<file path="config.mk">
export PLATFORM = sky130hd
export DESIGN_NAME = sliding_window_minhash
export DESIGN_NICKNAME = d
export VERILOG_FILES = /design/src/hw/rtl/swmh_pkg.sv /design/src/hw/rtl/swmh_fifo.sv /design/src/hw/rtl/swmh_engine.sv /design/src/hw/rtl/sliding_window_minhash.sv
export SDC_FILE = /design/constraint.sdc
export NUM_CORES = 2
export LEC_CHECK = 0
export BUFFER_PORTS_ARGS = -buffer_cell sky130_fd_sc_hd__buf_2
export CAP_MARGIN = 20
export CORE_MARGIN = 5
export CORE_UTILIZATION = 49
export CTS_CLUSTER_SIZE = 25
export DETAILED_ROUTE_END_ITERATION = 8
export PLACE_DENSITY = 0.65
export SYNTH_ARGS = -nofsm -noshare
export SYNTH_HDL_FRONTEND = slang
export SYNTH_SLANG_ARGS = --single-unit
</file>
<file path="constraint.sdc">
create_clock -name clk -period 34 [get_ports clk]
set_clock_uncertainty 0.05 [all_clocks]
set_input_delay 6.8 -clock clk [delete_from_list [all_inputs] [get_ports clk]]
set_output_delay 6.8 -clock clk [all_outputs]
set_load 0.005 [all_outputs]
</file>
<file path="src/hw/rtl/swmh_pkg.sv">
// Shared types and constants for the sliding-window MinHash block.
`timescale 1ns / 1ps
package swmh_pkg;
	localparam logic [63:0] MM_MUL = 64'hc6a4a7935bd1e995;
	localparam int MM_SHIFT = 47;
	localparam logic [1:0] REG_WINDOW_LEN = 2'd0;
	localparam logic [1:0] REG_HASH_SEED = 2'd1;
	localparam logic [1:0] REG_BUCKET_BITS = 2'd2;

	// One classified word handed from the front to the hash engine.
	typedef struct packed {
		logic [31:0] kmer_id;
		logic        has_marker;
		logic        last;
	} swmh_item_t;
endpackage

</file>
<file path="src/hw/rtl/swmh_fifo.sv">
// Short queue between the accepting front and the hash engine.
`timescale 1ns / 1ps
module swmh_fifo (
	input  logic                clk,
	input  logic                arst_n,
	input  logic                in_valid,
	output logic                in_ready,
	input  swmh_pkg::swmh_item_t in_item,
	output logic                out_valid,
	input  logic                out_ready,
	output swmh_pkg::swmh_item_t out_item
);
	import swmh_pkg::*;

	swmh_item_t mem_q [2];
	logic       wr_ptr_q, rd_ptr_q;
	logic [1:0] count_q;
	logic       push, pop;

	assign in_ready  = (count_q != 2'd2);
	assign out_valid = (count_q != 2'd0);
	assign out_item  = mem_q[rd_ptr_q];
	assign push = in_valid && in_ready;
	assign pop  = out_valid && out_ready;

	always_ff @(posedge clk) begin
		if (push) mem_q[wr_ptr_q] <= in_item;
	end

	always_ff @(posedge clk or negedge arst_n) begin
		if (!arst_n) begin
			wr_ptr_q <= 1'b0;
			rd_ptr_q <= 1'b0;
			count_q  <= 2'd0;
		end else begin
			if (push) wr_ptr_q <= ~wr_ptr_q;
			if (pop) rd_ptr_q <= ~rd_ptr_q;
			count_q <= count_q + {1'b0, push} - {1'b0, pop};
		end
	end
endmodule

</file>
<file path="src/hw/rtl/swmh_engine.sv">
// Hash engine: window shift line, sequenced MurmurHash64A and running minimum.
`timescale 1ns / 1ps
module swmh_engine #(
	parameter int MAX_WINDOW = 16,
	parameter int KMER_BITS  = 32
) (
	input  logic                 clk,
	input  logic                 arst_n,
	input  logic                 in_valid,
	output logic                 in_ready,
	input  swmh_pkg::swmh_item_t in_item,
	input  logic [4:0]           window_len,
	input  logic [63:0]          hash_seed,
	input  logic [4:0]           bucket_bits,
	output logic                 out_valid,
	input  logic                 out_ready,
	output logic [127:0]         out_data
);
	import swmh_pkg::*;

	localparam int CW = $clog2(MAX_WINDOW + 1);
	localparam int IW = (MAX_WINDOW > 1) ? $clog2(MAX_WINDOW) : 1;

	localparam logic [3:0] ST_IDLE  = 4'd0;
	localparam logic [3:0] ST_BLOCK = 4'd1; // k = ids * MUL
	localparam logic [3:0] ST_MIX1  = 4'd2; // k ^= k>>47; k *= MUL
	localparam logic [3:0] ST_MIX2  = 4'd3; // h ^= k; h *= MUL
	localparam logic [3:0] ST_TAIL  = 4'd4;
	localparam logic [3:0] ST_FIN1  = 4'd5;
	localparam logic [3:0] ST_FIN2  = 4'd6;
	localparam logic [3:0] ST_DONE  = 4'd7;
	localparam logic [3:0] ST_OUT   = 4'd8;

	logic [KMER_BITS-1:0] ids_q [MAX_WINDOW];
	logic [CW-1:0]        count_q;
	logic [63:0]          min_q, h_q, k_q;
	logic [3:0]           state_q;
	logic [CW-1:0]        idx_q;   // position of next id in the window
	logic [CW-1:0]        w_q;
	logic                 last_q;
	logic                 ovalid_q;
	logic [127:0]         odata_q;

	logic [CW-1:0] w_eff;
	logic [4:0]    wl;
	always_comb begin
		wl = window_len;
		if (wl == 5'd0) wl = 5'd1;
		if ({27'd0, wl} > MAX_WINDOW) w_eff = CW'(MAX_WINDOW);
		else w_eff = CW'(wl);
	end

	// Ids read at two sequencer-chosen positions from the shift line.
	logic [CW-1:0] base, p0, p1;
	logic [31:0]   id0, id1;
	assign base = CW'(MAX_WINDOW) - w_q;
	assign p0 = base + idx_q;
	assign p1 = p0 + CW'(1);
	assign id0 = 32'(ids_q[p0[IW-1:0]]);
	assign id1 = 32'(ids_q[p1[IW-1:0]]);

	logic [63:0] kx, hx, hf, mask;
	assign kx = k_q ^ (k_q >> MM_SHIFT);
	assign hx = h_q ^ k_q;
	assign hf = h_q ^ (h_q >> MM_SHIFT);

	// One 32x32 multiplier serves the hash-step products. A product takes three steps:
	// low by low, low by high and high by low, keeping only the low 64 bits.
	logic [63:0] mop, acc_q, prod, mul_res;
	logic [31:0] mul_a, mul_b;
	logic [1:0]  ph_q;
	logic        mul_act, mul_last;

	always_comb begin
		case (state_q)
			ST_BLOCK: mop = {id1, id0};
			ST_MIX1:  mop = kx;
			ST_MIX2:  mop = hx;
			ST_TAIL:  mop = h_q ^ {32'd0, id0};
			ST_FIN1:  mop = hf;
			default:  mop = '0;
		endcase
	end

	assign mul_act = (state_q == ST_BLOCK) || (state_q == ST_MIX1) || (state_q == ST_MIX2)
		|| (state_q == ST_TAIL) || (state_q == ST_FIN1);
	assign mul_last = (ph_q == 2'd2);
	assign mul_a = (ph_q == 2'd2) ? mop[63:32] : mop[31:0];
	assign mul_b = (ph_q == 2'd1) ? MM_MUL[63:32] : MM_MUL[31:0];
	assign prod = mul_a * mul_b;
	assign mul_res = acc_q + {prod[31:0], 32'd0};

	// Result fields derived from the running state.
	logic        short_rd;
	logic [63:0] mh, bkt;
	assign mask = (64'd1 << bucket_bits) - 64'd1;
	assign short_rd = count_q < w_q;
	assign mh = short_rd ? {64{1'b1}} : min_q;
	assign bkt = mh & mask;

	assign in_ready  = (state_q == ST_IDLE);
	assign out_valid = ovalid_q;
	assign out_data  = odata_q;

	always_ff @(posedge clk) begin
		if (mul_act) begin
			case (ph_q)
				2'd0:    acc_q <= prod;
				2'd1:    acc_q <= acc_q + {prod[31:0], 32'd0};
				default: acc_q <= acc_q;
			endcase
		end
		if (mul_last && (state_q == ST_BLOCK || state_q == ST_MIX1)) k_q <= mul_res;
	end

	always_ff @(posedge clk or negedge arst_n) begin
		if (!arst_n) begin
			for (int i = 0; i < MAX_WINDOW; i++) ids_q[i] <= '0;
			count_q  <= '0;
			min_q    <= {64{1'b1}};
			h_q      <= '0;
			state_q  <= ST_IDLE;
			idx_q    <= '0;
			w_q      <= '0;
			last_q   <= 1'b0;
			ovalid_q <= 1'b0;
			odata_q  <= '0;
			ph_q     <= 2'd0;
		end else begin
			if (state_q == ST_OUT && (!ovalid_q || out_ready)) ovalid_q <= 1'b1;
			else if (out_ready) ovalid_q <= 1'b0;
			if (mul_act) ph_q <= mul_last ? 2'd0 : ph_q + 2'd1;
			case (state_q)
				ST_IDLE: begin
					if (in_valid) begin
						last_q <= in_item.last;
						w_q    <= w_eff;
						idx_q  <= '0;
						h_q    <= hash_seed ^ (64'({w_eff, 2'b00}) * MM_MUL);
						if (in_item.has_marker) begin
							for (int i = 0; i < MAX_WINDOW - 1; i++) ids_q[i] <= ids_q[i+1];
							ids_q[MAX_WINDOW-1] <= in_item.kmer_id[KMER_BITS-1:0];
							if (count_q < CW'(MAX_WINDOW)) count_q <= count_q + CW'(1);
							if (count_q + CW'(1) >= w_eff || count_q == CW'(MAX_WINDOW))
								state_q <= (w_eff == CW'(1)) ? ST_TAIL : ST_BLOCK;
							else state_q <= ST_DONE;
						end else begin
							state_q <= ST_DONE;
						end
					end
				end
				ST_BLOCK: begin
					if (mul_last) state_q <= ST_MIX1;
				end
				ST_MIX1: begin
					if (mul_last) state_q <= ST_MIX2;
				end
				ST_MIX2: begin
					if (mul_last) begin
						h_q   <= mul_res;
						idx_q <= idx_q + CW'(2);
						if (idx_q + CW'(3) < w_q) state_q <= ST_BLOCK;
						else if (idx_q + CW'(2) < w_q) state_q <= ST_TAIL;
						else state_q <= ST_FIN1;
					end
				end
				ST_TAIL: begin
					if (mul_last) begin
						h_q     <= mul_res;
						state_q <= ST_FIN1;
					end
				end
				ST_FIN1: begin
					if (mul_last) begin
						h_q     <= mul_res;
						state_q <= ST_FIN2;
					end
				end
				ST_FIN2: begin
					if (hf < min_q) min_q <= hf;
					state_q <= ST_DONE;
				end
				ST_DONE: begin
					state_q <= last_q ? ST_OUT : ST_IDLE;
				end
				ST_OUT: begin
					if (!ovalid_q || out_ready) begin
						odata_q  <= {31'd0, short_rd, (bkt == mask), bkt[30:0], mh};
						count_q  <= '0;
						min_q    <= {64{1'b1}};
						state_q  <= ST_IDLE;
					end
				end
				default: state_q <= ST_IDLE;
			endcase
		end
	end
endmodule

</file>
<file path="src/hw/rtl/sliding_window_minhash.sv">
// Top level of the sliding-window MinHash block.
`timescale 1ns / 1ps
// Streams one read's marker k-mer ids and, on the word marked last, returns the
// minimum MurmurHash64A over all windows of window_len ids (0 taken as 1, capped
// at MAX_WINDOW), its bucket index and flags. A two-entry queue decouples the
// input from the hash engine, which holds the window as a shift line and forms
// every 64-bit hash-step product in three steps on one shared 32x32 multiplier.
// The engine takes one word at a time: a marker that completes a window is hashed
// before the next word is taken, and a word marked last also waits for a free
// output register.
module sliding_window_minhash #(
	parameter int MAX_WINDOW = 16,
	parameter int KMER_BITS  = 32
) (
	input  logic         clk,
	input  logic         arst_n,
	input  logic         s_axis_tvalid,
	output logic         s_axis_tready,
	input  logic [31:0]  s_axis_tdata,  // kmer_id
	input  logic         s_axis_tuser,  // has_marker
	input  logic         s_axis_tlast,  // last
	output logic         m_axis_tvalid,
	input  logic         m_axis_tready,
	// min_hash[63:0], bucket_index[94:64], last_bucket[95], too_short[96], zero fill
	output logic [103:0] m_axis_tdata,
	input  logic         cfg_we,
	input  logic [1:0]   cfg_index,
	input  logic [63:0]  cfg_data
);
	import swmh_pkg::*;

	logic [4:0]  window_len_q, bucket_bits_q;
	logic [63:0] hash_seed_q;
	swmh_item_t  in_item, q_item;
	logic        q_valid, q_ready;
	logic [127:0] res;

	always_ff @(posedge clk or negedge arst_n) begin
		if (!arst_n) begin
			window_len_q  <= 5'd4;
			hash_seed_q   <= '0;
			bucket_bits_q <= 5'd16;
		end else if (cfg_we) begin
			case (cfg_index)
				REG_WINDOW_LEN:  window_len_q  <= cfg_data[4:0];
				REG_HASH_SEED:   hash_seed_q   <= cfg_data;
				REG_BUCKET_BITS: bucket_bits_q <= cfg_data[4:0];
				default: ;
			endcase
		end
	end

	assign in_item = '{kmer_id: s_axis_tdata, has_marker: s_axis_tuser, last: s_axis_tlast};

	swmh_fifo u_fifo (
		.clk(clk), .arst_n(arst_n),
		.in_valid(s_axis_tvalid), .in_ready(s_axis_tready), .in_item(in_item),
		.out_valid(q_valid), .out_ready(q_ready), .out_item(q_item)
	);

	swmh_engine #(.MAX_WINDOW(MAX_WINDOW), .KMER_BITS(KMER_BITS)) u_engine (
		.clk(clk), .arst_n(arst_n),
		.in_valid(q_valid), .in_ready(q_ready), .in_item(q_item),
		.window_len(window_len_q), .hash_seed(hash_seed_q), .bucket_bits(bucket_bits_q),
		.out_valid(m_axis_tvalid), .out_ready(m_axis_tready), .out_data(res)
	);

	assign m_axis_tdata = res[103:0];
endmodule
</file>
# == Word-level counts from Yosys, hierarchy flattened ==
# Memories as Yosys holds them, arrays and structs flattened.
# Cells that the tools add are included.
# W data, S select, Z words.
# totals
regBits,966
mem_bits_rw,68
input_bits,105
output_inout_bits,106
memories,1
# op_classes
addsub,11
mul,2
n_lt_le_gt_ge,9
n_eq_ne,27
shifts,1
n_mux,46
n_bitwise,10
n_reduce_logical,35
# mem_list
name,depth,word_bits,read_ports,rd_clocked_by_memory_dff,wr,line_no,text
u_fifo.mem_q,2,34,1,0,1,swmh_fifo.sv:15,swmh_item_t mem_q [2];
# ops
op,count
$pmux W64 S2,3
$mux W64,5
$pmux W64 S5,1
$bmux W32 S4,2
$mux W32,6
$xor A64 B17 Y64,2
$xor A64 B64 Y64,2
$add A64 B64 Y64,1
$and A64 B64 Y64,1
$eq A64 B64 Y1,1
$lt A64 B64 Y1,1
$mul A32 B32 Y64,1
$mul A5 B64 Y62 const B,1
$shl A1 B5 Y64 const A,1
$sub A64 B1 Y64 const B,1
$xor A64 B32 Y64,1
$mux W4,11
$mux W5,8
$pmux W4 S9,1
$pmux W5 S2,2
$ne A2 B1 Y1 const B,9
$eq A4 B3 Y1 const B,4
$lt A5 B5 Y1,3
$reduce_bool A2 Y1,7
36 further kinds,66

# == Longest topological paths before layout ==
# depth
ltp_word,13
ltp_mapped,57
depth_no_buf,47

# == By module ==
# Synthesis repeated with hierarchy kept, for this count alone.
# hier_totals
cells_unflattened,8679
hier_area_um2,84514.8
# by_module_without_submodules
mod,instances,cells_per_inst,area_per_inst_um2,seq_area_each_um2
swmh_engine,1,8398,78721.8,22917.0
sliding_window_minhash,1,158,3015.4,1854.3
swmh_fifo,1,123,2777.7,2142.1

# == Least setup slack after synthesis ==
# Ideal clock, no wire load.
# synth_timing
path_type,reg2reg
startpoint,register u_engine.w_q[0]
endpoint,"register u_engine.acc_q[60], data pin"
arrival_time_ps,12959
required_ps,33676
path_slack_ps,20717
stages_incl_launch_ff,54
n_path_buf,14
synth_period_minus_slack_ps,13283
cell_sequence,dfrtp_1 buf_2 buf_2 clkbuf_1 buf_2 buf_2 clkbuf_1 fa_1 buf_2 buf_4 buf_2 buf_2 buf_2 inv_1 ha_1 clkbuf_1 clkbuf_1 clkbuf_1 (+18 left out) ha_1 nand2_1 nor3_1 nand3_1 or3b_1 nand2_1 a31oi_1 xnor2_1 ha_1 a21o_1 nand2_1 o21ai_0 a211oi_1 o21ai_0 a21o_1 a21oi_1 xor2_1 o2111ai_1
# synth_between
elab_chain_len,12
elab_cells_between_ends,17
classes_between,add/sub (4); mul (1); mux (9); bitwise (3)
# synth_rtl
element,line_no,text
from (decl),swmh_engine.sv:39,logic [CW-1:0] w_q;
from (signal assigned),swmh_engine.sv:137,w_q <= w_eff;
$sub A1 B4 Y4 *,swmh_engine.sv:56,assign base = CW'(MAX_WINDOW) - w_q;
$add A4 B4 Y4 *,swmh_engine.sv:57,assign p0 = base + idx_q;
$add A4 B1 Y4 / $not A4 Y5 (equally long branches),"swmh_engine.sv:58, swmh_engine.sv:59",
$not A4 Y5 (implied by the code) / $bmux W32 S4 (equally long branches),"swmh_engine.sv:60, swmh_engine.sv:59",
$bmux W32 S4 / $mux W32 (equally long branches),"swmh_engine.sv:60, swmh_engine.sv:59",
"$mux W32, on equally long branches","swmh_engine.sv:60, swmh_engine.sv:59",
$mux W32 (implied by the code) / $xor A64 B32 Y64 (equally long branches),"swmh_engine.sv:60, swmh_engine.sv:79",
$pmux W64 S5 *,swmh_engine.sv:75,case (state_q)
$mux W32 *,swmh_engine.sv:88,assign mul_a = (ph_q == 2'd2) ? mop[63:32] : mop[31:0];
$mul A32 B32 Y64 *,swmh_engine.sv:90,assign prod = mul_a * mul_b;
$add A64 B64 Y64,swmh_engine.sv:109,"2'd1: acc_q <= acc_q + {prod[31:0], 32'd0};"
$pmux W64 S2 *,swmh_engine.sv:107,case (ph_q)
to (signal assigned),swmh_engine.sv:108,2'd0: acc_q <= prod;
to (signal assigned),swmh_engine.sv:109,
to (signal assigned),swmh_engine.sv:110,default: acc_q <= acc_q;
to (decl),swmh_engine.sv:69,"logic [63:0] mop, acc_q, prod, mul_res;"
# Mark *: on every way between the ends. The rest lies on a longest branch, timed or not. The select of a mux whose other input is x is not followed.
# A chain may end at the register's enable or synchronous reset.

# == Worst setup path after layout ==
# Ends and elaborated chain as after synthesis.

==> results.cfg <==
[synth]
ys_async_sr_fraction_pct = 81.0
ys_seq_area_share_pct = 32.4
synth_area_leaders = sky130_fd_sc_hd__dfrtp_1 (23%), sky130_fd_sc_hd__fa_1 (16%), sky130_fd_sc_hd__ha_1 (9.2%)
number_of_enable_flip_flop_cells_after_synthesis = 196
post-synth-top-count-cell = sky130_fd_sc_hd__inv_1
synth.top_cells.by_count = sky130_fd_sc_hd__inv_1 (981), sky130_fd_sc_hd__dfrtp_1 (771), sky130_fd_sc_hd__fa_1 (654)
yosysWarningCount = 0
synth_cell_type_count = 92
post-synth-top-area-fraction_pct = 23.2
synthDominantAreaCellType = sky130_fd_sc_hd__dfrtp_1
synth_top_flop_cell = sky130_fd_sc_hd__dfrtp_1
ys_ff_latch = 1033
syn-instance-count = 7402
mappedNetlistArea_um2 = 83200
syn-mean-instance-area_um2 = 11.2

[cts]
clock_insertion_delay_worst_skew_ns = 0.77
numClockSinks = 1033
post_cts_resized = 0
cts-root-to-sink-buffers = 3
tritoncts_clock_tree = done
clock_tree.htree_level_count = 3
cts_hold_repair.buffers = 0
cts_root_buf = sky130_fd_sc_hd__clkbuf_16
path_clk_slew_ns = 0.06
post-cts-setup-buffer-count = 0
number_of_buffers_inserted_during_clock_tree_synthesis = 105

[timing]
maxSlewHeadroom_pct = 18.1
number_of_slew_limit_violations_in_the_final_report = 0
worst_slew_pin_slew_ns = 1.23
setup_viol = 0
final.period_utilization_pct = 45.1
period_needed_ns = 15.33
setup_repair_after_global_routing_missed_its_margin = no
fmaxAchievable_ghz = 0.0652
timing.final.hold_violations = 0
fin_tns_setup_ns = 0

[critical_path]
critical_path_class = reg2reg
timing.critical_path.depth = 44
timing.critical_path.to_type = flip-flop
crit_path_leading_delay_family = adder cells
timing.critical_path.slowest_cell_delay_ns = 0.95
worst_reg2reg_path_depth = 44
timing.critical_path.arrival_ns = 15.72
critical_path_required_ns = 34.39
cp_max_fo = 48
timing.critical_path.buf_inv = 10
worst_setup_path_start_kind = flip-flop
worst_path_max_delay_cell = sky130_fd_sc_hd__o22ai_1

[global_route]
grt_start_max_net_pins = 166
gr-usage-all-layers_pct = 28.1
use_met3_pct = 4.51
first_pass_grt_wire_length_um = 382000
grt.overflow.total = 0
global_route.usage.met1_pct = 40.5
grt_busiest_layer = met2
grt_antenna_before_repair = 4
grt_pass1_vias = 59200
global_route.usage.met2_pct = 42.9

[detailed_routing]
drt_iter0_markers = 6079
detail_route.vias_per_cell = 6.01
wirelength_um = 252000
drt_first_pass_iters = 6
route.vias.total = 58700
route.detailed.wl_per_inst_um = 25.8
drtAntennaViolNets = 0
drc = 0

[floorplan]
num_io_pins = 211
width_of_the_die_um = 422
site_rows = 151
fp.coreArea_um2 = 169000
initial_utilization_pct = 49.2
total_die_area_um2 = 178000
dieHeight_um = 422

[layout]
syn_to_final_growth_pct = 8.40
post_route_cells_drive_above_1_share_pct = 20.6
final_net_count = 8835

[min_path]
hp-class = reg2reg
worst_hold_path.num_cells = 0

[flow_run]
max-cap-violations = 0

[place]
weighted_congestion_reported_at_the_end_of_routability_driven_placement = 0.980
dp.final_hpwl_um = 198000
i_o_buffers = 203

[run_status]
outcome = finished clean
## state kept, by name, indices dropped and copies added (netlist names)
name and cells:
u_engine.min_q 64, u_fifo.mem_q 68, u_engine.w_q 5, u_engine.idx_q 4
u_engine.out_data 97, u_engine.acc_q 64, u_engine.h_q 64, u_engine.k_q 64
u_engine.count_q 5, window_len_q 5, bucket_bits_q 5, u_engine.last_q 1
u_fifo.rd_ptr_q 1, u_engine.ids_q 512, u_fifo.wr_ptr_q 1, hash_seed_q 64
u_engine.out_valid 1, u_engine.ph_q 2, u_engine.state_q 4, u_fifo.count_q 2
## area by class of cell
| class | instances | area [um2] |
|---|---|---|
| clock inverters | 50 | 617 |
| clock buffers | 150 | 3080 |
| multi-input cells | 5002 | 51100 |
| well taps | 2218 | 2780 |
| inverters | 1010 | 3790 |
| flip-flops and latches | 1033 | 26900 |
| fillers | 14600 | 78900 |
| repair buffers | 311 | 1880 |
| diodes | 4 | 10.0 |
## path summary, 6_finish.rpt
check                                  start                 end  slack [ns]
min                        u_engine.acc_q[6]     u_engine.k_q[6]        0.40
max                          u_engine.w_q[0]  u_engine.acc_q[60]       18.67
max reg2reg                  u_engine.w_q[0]  u_engine.acc_q[60]       18.67
min in group asynchronous             arst_n   u_engine.ids_q[4]        6.00
max in group asynchronous             arst_n     hash_seed_q[48]       24.79
min reg2reg                u_engine.acc_q[6]     u_engine.k_q[6]        0.40
## per-layer routing
| metal | share of wire (%) | vias up |
|---|---|---|
| li1 | - | 25800 |
| met1 | 43 | 30000 |
| met2 | 45 | 2439 |
| met3 | 7.7 | 455 |
| met4 | 4.8 | 0 |
| met5 | 0 | - |
## worst register-to-register path, delay by kind of cell (launching register included)
kind	cells	cell delay, ns
simple gates	7	1.79
fa+ha+maj	11	4.73
compound gates	10	2.88
xor+xnor	4	1.02
flops	1	0.66
buf+inv	10	3.33
mux	2	0.56
## layout by cell type (no fill, tap or decap), types with 32 or more instances in the layout
master | synthesis | layout
sky130_fd_sc_hd__a211oi_1 | 45 | 45
sky130_fd_sc_hd__a21o_1 | 112 | 112
sky130_fd_sc_hd__a21oi_1 | 351 | 349
sky130_fd_sc_hd__a221o_1 | 41 | 41
sky130_fd_sc_hd__a221oi_1 | 45 | 45
sky130_fd_sc_hd__a31oi_1 | 32 | 32
sky130_fd_sc_hd__and2_1 | 54 | 54
sky130_fd_sc_hd__buf_2 | 88 | 202
sky130_fd_sc_hd__buf_4 | 20 | 102
sky130_fd_sc_hd__clkbuf_16 | 0 | 108
sky130_fd_sc_hd__dfrtp_1 | 771 | 769
sky130_fd_sc_hd__dfstp_2 | 66 | 66
sky130_fd_sc_hd__edfxtp_1 | 196 | 196
sky130_fd_sc_hd__fa_1 | 654 | 653
sky130_fd_sc_hd__ha_1 | 613 | 612
sky130_fd_sc_hd__inv_1 | 981 | 981
sky130_fd_sc_hd__mux2_2 | 624 | 624
sky130_fd_sc_hd__mux2i_1 | 95 | 95
sky130_fd_sc_hd__mux4_2 | 282 | 282
sky130_fd_sc_hd__nand2_1 | 518 | 516
sky130_fd_sc_hd__nand2b_1 | 56 | 54
sky130_fd_sc_hd__nand3_1 | 61 | 60
sky130_fd_sc_hd__nand4_1 | 38 | 38
sky130_fd_sc_hd__nor2_1 | 263 | 258
sky130_fd_sc_hd__nor2b_1 | 35 | 34
sky130_fd_sc_hd__nor3_1 | 42 | 38
sky130_fd_sc_hd__o21ai_0 | 379 | 379
sky130_fd_sc_hd__xnor2_1 | 158 | 158
sky130_fd_sc_hd__xor2_1 | 94 | 93
## kinds of logic after synthesis
logic type / synth area share, %
mux: 17.4
compound gates: 9.77
buf+inv: 6.50
xor+xnor: 2.73
simple gates: 6.31
other cells: 0.00903
fa+ha+maj: 25.0
flops: 32.4
## through the flow
step	area (um2)	hold slack, ns	util (%)	setup WS [ns]	cells
2_1_floorplan	83200	0.371	-	20.72	7416
3_3_place_gp	86400	0.384	51.1	19.05	9567
3_5_place_dp	86400	0.389	51.1	18.80	9568
4_1_cts	90100	0.406	53.3	18.77	9768
5_1_grt	90100	0.406	53.3	17.77	9774
6_report	90100	0.401	53.3	18.67	9778
Power is left out: the tool's default activity adds up to more than one toggle a clock period on the data nets, which glitch-free logic cannot reach.
